`src/rtl/asnap_pkg.sv`:
```
package asnap_pkg;

  localparam int unsigned MaxTargets = 64;
  localparam int unsigned CoordBits  = 32;
  localparam int unsigned CfgIdxW    = 3;
  localparam int unsigned CfgDataW   = 16;
  // Pixel window threshold in mm units: (window << 16) / pixels_per_mm.
  localparam int unsigned QuoW       = 33;
  localparam int unsigned DenW       = 16;

  typedef enum logic [CfgIdxW-1:0] {
    REG_SNAP_EN    = 3'd0,
    REG_EDGE_ON    = 3'd1,
    REG_CENTER_ON  = 3'd2,
    REG_CONTACT_ON = 3'd3,
    REG_SENS       = 3'd4,
    REG_STRENGTH   = 3'd5,
    REG_PPM        = 3'd6
  } cfg_reg_e;

  typedef enum logic {
    OP_LOAD  = 1'b0,
    OP_QUERY = 1'b1
  } op_e;

  typedef enum logic {
    ST_IDLE = 1'b0,
    ST_RUN  = 1'b1
  } state_e;

  typedef struct packed {
    logic                        opcode;
    logic [5:0]                  target_index;
    logic signed [CoordBits-1:0] box_min_x;
    logic signed [CoordBits-1:0] box_min_y;
    logic signed [CoordBits-1:0] box_max_x;
    logic signed [CoordBits-1:0] box_max_y;
    logic signed [CoordBits-1:0] delta_x;
    logic signed [CoordBits-1:0] delta_y;
    logic [6:0]                  target_count;
  } snap_in_t;

  typedef struct packed {
    logic signed [CoordBits-1:0] corrected_dx;
    logic signed [CoordBits-1:0] corrected_dy;
    logic                        engaged_x;
    logic                        engaged_y;
  } snap_out_t;

  typedef struct packed {
    logic signed [CoordBits-1:0] min_x;
    logic signed [CoordBits-1:0] min_y;
    logic signed [CoordBits-1:0] max_x;
    logic signed [CoordBits-1:0] max_y;
  } box_t;

  function automatic logic [33:0] mag34(input logic signed [33:0] v);
    mag34 = v[33] ? 34'(-v) : 34'(v);
  endfunction

  function automatic logic signed [CoordBits-1:0] sat32(input logic signed [34:0] v);
    logic signed [34:0] hi;
    logic signed [34:0] lo;
    hi = 35'sh0_7FFF_FFFF;
    lo = -hi - 35'sd1;
    if (v > hi) begin
      sat32 = hi[31:0];
    end else if (v < lo) begin
      sat32 = lo[31:0];
    end else begin
      sat32 = v[31:0];
    end
  endfunction

endpackage

```
`src/rtl/asnap_div.sv`:
```
module asnap_div (
  input  logic                                    clk_i,
  input  logic                                    rst_ni,
  input  logic                                    start_i,
  input  logic [1:0][asnap_pkg::QuoW-1:0]         num_i,
  input  logic [asnap_pkg::DenW-1:0]              den_i,
  output logic                                    busy_o,
  output logic [1:0][asnap_pkg::QuoW-1:0]         quo_o
);
  import asnap_pkg::*;

  localparam int unsigned CntW = $clog2(QuoW + 1);

  logic [1:0][QuoW-1:0] quo_q, quo_d;
  logic [1:0][DenW-1:0] rem_q, rem_d;
  logic [DenW-1:0]      den_q;
  logic [CntW-1:0]      cnt_q;
  logic                 busy_q;
  logic [DenW:0]        rem_sh [2];

  // One restoring step per cycle on both lanes.
  always_comb begin
    for (int l = 0; l < 2; l++) begin
      rem_sh[l] = {rem_q[l], quo_q[l][QuoW-1]};
      quo_d[l]  = {quo_q[l][QuoW-2:0], 1'b0};
      rem_d[l]  = rem_sh[l][DenW-1:0];
      if (rem_sh[l] >= {1'b0, den_q}) begin
        rem_d[l]    = DenW'(rem_sh[l] - {1'b0, den_q});
        quo_d[l][0] = 1'b1;
      end
    end
  end

  always_ff @(posedge clk_i or negedge rst_ni) begin
    if (!rst_ni) begin
      busy_q <= 1'b0;
      cnt_q  <= '0;
    end else if (start_i) begin
      busy_q <= 1'b1;
      cnt_q  <= CntW'(QuoW);
    end else if (busy_q) begin
      cnt_q <= cnt_q - CntW'(1);
      if (cnt_q == CntW'(1)) begin
        busy_q <= 1'b0;
      end
    end
  end

  always_ff @(posedge clk_i) begin
    if (start_i) begin
      quo_q <= num_i;
      rem_q <= '0;
      den_q <= den_i;
    end else if (busy_q) begin
      quo_q <= quo_d;
      rem_q <= rem_d;
    end
  end

  assign busy_o = busy_q;
  assign quo_o  = quo_q;

endmodule

```
`config.mk`:
```
export PLATFORM = sky130hd
export DESIGN_NAME = asnap_div
export DESIGN_NICKNAME = d
export VERILOG_FILES = /design/src/rtl/asnap_pkg.sv /design/src/rtl/asnap_div.sv
export SDC_FILE = /design/constraint.sdc
export NUM_CORES = 1
export LEC_CHECK = 0
export BUFFER_PORTS_ARGS = -buffer_cell sky130_fd_sc_hd__buf_2
export CORE_UTILIZATION = 44
export CTS_CLUSTER_SIZE = 16
export DETAILED_ROUTE_END_ITERATION = 16
export GPL_TIMING_DRIVEN = 0
export PLACE_DENSITY = 0.67
export RECOVER_POWER = 50
export SYNTH_ARGS = -nofsm -noshare
export SYNTH_HDL_FRONTEND = slang
export SYNTH_SLANG_ARGS = --single-unit
```
`constraint.sdc`:
```
create_clock -name clk_i -period 3.7 [get_ports clk_i]
set_clock_uncertainty 0.2 [all_clocks]
set_input_delay 0.74 -clock clk_i [delete_from_list [all_inputs] [get_ports clk_i]]
set_output_delay 0.74 -clock clk_i [all_outputs]
set_load 0.01 [all_outputs]
```
# ---- Word level (Yosys, flattened, before mapping)
# Cells that the tools add are included.
dict set report classes {
  addsub 3
  mul 0
  div_mod_pow 0
  magnitude_cmp 2
  eq_ne 1
  n_shift 0
  n_mux 11
  bitwise_logic 0
  reduce_logical 1
}
# cell count
set op_table {}
lappend op_table {{66-bit two-way mux} 2}
lappend op_table {{17-bit by 16-bit >= comparator with 1-bit output} 2}
lappend op_table {{16-bit two-way mux} 2}
lappend op_table {{16-bit subtractor} 2}
lappend op_table {{6-bit two-way mux} 2}
lappend op_table {{6-bit by 1-bit equality test with 1-bit output, second input constant} 1}
lappend op_table {{6-bit by 1-bit subtractor with 6-bit output, second input constant} 1}
lappend op_table {{1-bit two-way mux} 5}
lappend op_table {{2-bit nonzero test} 1}
dict set report totals {
  regBits 121
  latch_bits 0
  mem_bits_rw 0
  rom_bits 0
  input_bits 85
  output_inout_bits 67
  word_cells 25
  memories 0
}

# ---- Logic depth before layout (Yosys ltp)
dict set report logic_depth {
  ltp_word 4
  ltp_mapped 11
  depth_no_buf 11
}

# ---- Worst setup path after synthesis
# OpenSTA, ideal clock, no wires.
dict set report synth_timing {
  path_kind {input to register}
  startpoint {input port start_i}
  endpoint {register quo_q (netlist bit quo_o[0]) (enable)}
  setup_time_ns 0.420
  t_arrival_ns 2.496
  t_required_ns 3.080
  path_slack_ns 0.584
  path_stages 4
  path_buffers 2
  path_cell_list {clkbuf_1 -> nor2_1 -> clkbuf_1 -> inv_1}
}
dict set report synth_via {
  elab_chain_cells 1
}
# element line
set synth_rtl {}
lappend synth_rtl {{start: declaration} asnap_div.sv:4} ;# input logic start_i,
lappend synth_rtl {{2-bit nonzero test (no source line)} --}
lappend synth_rtl {{end signal: assignment} asnap_div.sv:51} ;# quo_q <= num_i;
lappend synth_rtl {{end signal: assignment} asnap_div.sv:55} ;# quo_q <= quo_d;
lappend synth_rtl {{end: declaration} asnap_div.sv:14} ;# logic [1:0][QuoW-1:0] quo_q, quo_d;
# Every way passes these cells.
# A chain may end at the register's enable or synchronous reset.

# ---- Worst setup path in the final report
dict set report layout_timing {
  startpoint {input port start_i}
  endpoint {register quo_q (netlist bit quo_o[33]) (enable)}
}
# The elaborated chain is that of the path after synthesis.

==> flow_summary_export.csv <==
group,metric,value,unit
yosys,async_flop_share,5.785,%
status,outcome,"finished with violations",
timing,rsz0062_at_grt,"no",
placed_design,dpl_cell_area,7665,sq um
drt,wl,16500,um
yosys,yosysUniqueCellTypes,65,
yosys,ys_ff_latch,121,
timing,min_period_over_period,85.02,%
power_and_ir_drop,p_leak,3.293,nW
timing,max_freq,317.9,MHz
worst_setup_path,arrival,3.05,ns
floorplanning,dieArea,15630,sq um
clocking,cts_setup_buffers,0,
power_and_ir_drop,ir_drop,0.3963,mV
worst_setup_path,critPathCaptureType,"flip-flop",
grt,grt.overflow.total,0,
floorplanning,die_y,125.0,um
yosys,synth_top_area_cell,"edfxtp_1",
worst_setup_path,ff2ff_path_depth,9,
worst_hold_path,worstHoldPathType,"flip-flop to flip-flop",
grt,grt_max_degree,44,
placed_design,pre_cts_ws,0.2474,ns
worst_setup_path,worstPathMaxFanout,43,
worst_hold_path,min_to,"rem_q[17]",
clocking,clockBufferDepth,2,
floorplanning,top_level_ports,152,
drt,vias,5214,
timing,fin_ws,0.5544,ns
floorplanning,floorplan.rows,44,
worst_setup_path,setup.worst_path.start_class,"primary input",
clocking,hold_buffers,1,
clocking,tritoncts,"done",
clocking,clock-sinks,121,
drt,ant_nets,0,
yosys,synth_ff_type,"edfxtp_1",
yosys,postSynthAreaPerCell,11.56,sq um
worst_setup_path,worst_ep_required_time,3.60,ns
drt,avgRoutedWirePerCell,17.46,um
power_and_ir_drop,power.density,754.1,nW/um^2
grt,grt_pass1_vias,5369,
drt,avgViaCountPerCell,5.517,
floorplanning,start_util,45.47,%
placed_design,hpwl,12240,um
floorplanning,fp.dieW,125.0,um
timing,tightest_slew,0.9596,ns
worst_setup_path,reg2reg_setup_slack,0.66,ns
timing,slew-limit-headroom,35.95,%
layout,layout.nets,869,
yosys,synth_edf_count,82,
yosys,synth.area.top_cells,"edfxtp_1 (37%), mux2_2 (11%), dfxtp_1 (9.6%)",
status,failed_checks,"design-rule violations",
yosys,synthesis.area,6659,sq um
timing,fin_crit,3.146,ns
layout,fill_cells,1269,
power_and_ir_drop,p_total,6.129,mW
drt,dr.pass1.iters,11,
yosys,ys_seq_area_share,49.23,%
worst_setup_path,reg2reg_to,"quo_o[33]",
placed_design,gp_congestion,0.8710,
placed_design,io_buffers,151,
yosys,synth_nets,697,
timing,hold_viol,0,
yosys,ys_warn_count,0,
clocking,cts_resized,0,
grt,grt_pass1_wl,26890,um
drt,initialDrtViolationCount,326,
floorplanning,coreArea,14640,sq um
clocking,clk_latency,0.42,ns
layout,drive_gt1_share,27.60,%
worst_hold_path,hold_start,"rem_q[17]",
drt,drc,4,
yosys,yosys.area.top_type_share,36.98,%
yosys,synth_cells,576,
worst_setup_path,crit_type,"primary input to flip-flop",
layout,diodes,0,
clocking,cts-root-buf,"clkbuf_16",
clocking,numCtsBuffers,17,
layout,syn_to_final_growth,22.06,%
grt,grt_usage,22.08,%
worst_setup_path,r2r_start,"den_q[1]",
run,cap_violations,0,
clocking,clk_pin_slew_worst_paths,0.05,ns
timing,setup_viol,0,
worst_hold_path,holdPathStages,2,
grt,antenna_found_initial,1,
clocking,htree_num_levels,4,
timing,hold_slack,0.2904,ns
layout,fin_area,8128,sq um
timing,final_max_slew_viol_count,0,
==> cells in the mapped netlist (2+ instances only) <==
master,instances
dfxtp_1,32
a31oi_1,5
a22o_1,3
o211ai_1,4
nand4_1,6
a311oi_2,6
edfxtp_1,82
a21oi_1,27
nand3b_1,2
a211oi_1,3
xnor2_1,20
or2_2,2
nor2_1,29
nor4_1,2
o311ai_0,2
fa_1,2
o21ai_0,24
o211a_1,2
o31ai_1,4
clkbuf_1,15
o31a_1,3
o21a_1,4
buf_1,3
nor2b_1,6
a21o_1,8
nor3_1,5
mux2i_1,8
xor2_1,7
nand2_1,46
dfrtp_1,7
nand3_1,16
o2111ai_1,4
buf_6,3
mux2_2,66
nand2b_1,7
inv_1,31
a32oi_1,7
nand2_2,3
ha_1,34
buf_2,6
a311oi_1,6
==> cells in the final DEF, fill, tap and decap left out, types with 24 or more instances in the layout <==
master,instances
o21ai_0,24
mux2_2,66
inv_1,31
nor2_1,29
nand2_1,46
a21oi_1,27
edfxtp_1,82
clkbuf_1,88
buf_2,89
dfxtp_1,32
ha_1,34
==> power by group <==
part           switching, mW  internal [mW]
clock                  0.615          0.918
combinational           1.41           1.06
sequential             0.258           1.87
==> kinds of logic after synthesis <==
family,Yosys count,synth area share [%]
AND/OR/NAND/NOR,131,9.433
flip-flops,121,49.23
adder cells (fa/ha/maj),36,6.990
multiplexers,74,12.36
XOR/XNOR,27,3.551
buffers and inverters,60,4.021
AO/OA/AOI/OAI,127,14.41
==> registers in the layout, summed over array words and instances, names as in the netlist <==
signal and count:
quo_o 66, busy_o 1, cnt_q 6, rem_q 32, den_q 16
==> layer usage <==
metal	global-route usage, %	vias to the layer above	routed length [um]
met4	9.039	2	353
met5	0	-	11
met1	26.57	2498	6999
met3	8.087	27	1385
met2	35.82	186	7752
li1	-	2501	-
==> metrics by stage <==
stage / setup TNS [ns] / cells / util, %
detailed placement: 0 / 912 / 52.34
finish: 0 / 945 / 55.50
floorplan: 0 / 576 / -
global placement: -44.28 / 911 / 52.20
global route: 0 / 945 / 55.50
CTS: 0 / 945 / 56.08
==> final cells by class <==
cell class / instances / area (sq um) / share of cell area (%)
Buffer: 29 / 151.4 / 1.863
Sequential cell: 121 / 3278 / 40.33
Clock inverter: 12 / 101.3 / 1.247
Tap cell: 184 / 230.2 / 2.833
Multi-Input combinational cell: 395 / 3113 / 38.30
Clock buffer: 20 / 436.7 / 5.373
Timing Repair Buffer: 153 / 700.7 / 8.621
Inverter: 31 / 116.4 / 1.432
==> worst max-delay path by stage <==
stage                        start        end  cells after the start  slack (ns)
after floorplan            start_i   quo_o[0]                      4        0.58
after global placement     start_i  quo_o[36]                      5       -0.68
after detailed placement   start_i  quo_o[64]                      5        0.25
after CTS                 den_q[1]  quo_o[33]                      9        0.66
after global routing       start_i  quo_o[33]                      6        0.33
final                      start_i  quo_o[33]                      6        0.55
==> critical path, cell delays in order <==
cell and delay [ns]:
buf_2 0.37, clkbuf_1 0.34, nor2_1 0.16, clkbuf_1 0.30, inv_1 0.78, buf_12 0.33
Power figures use the tool's default switching activity.
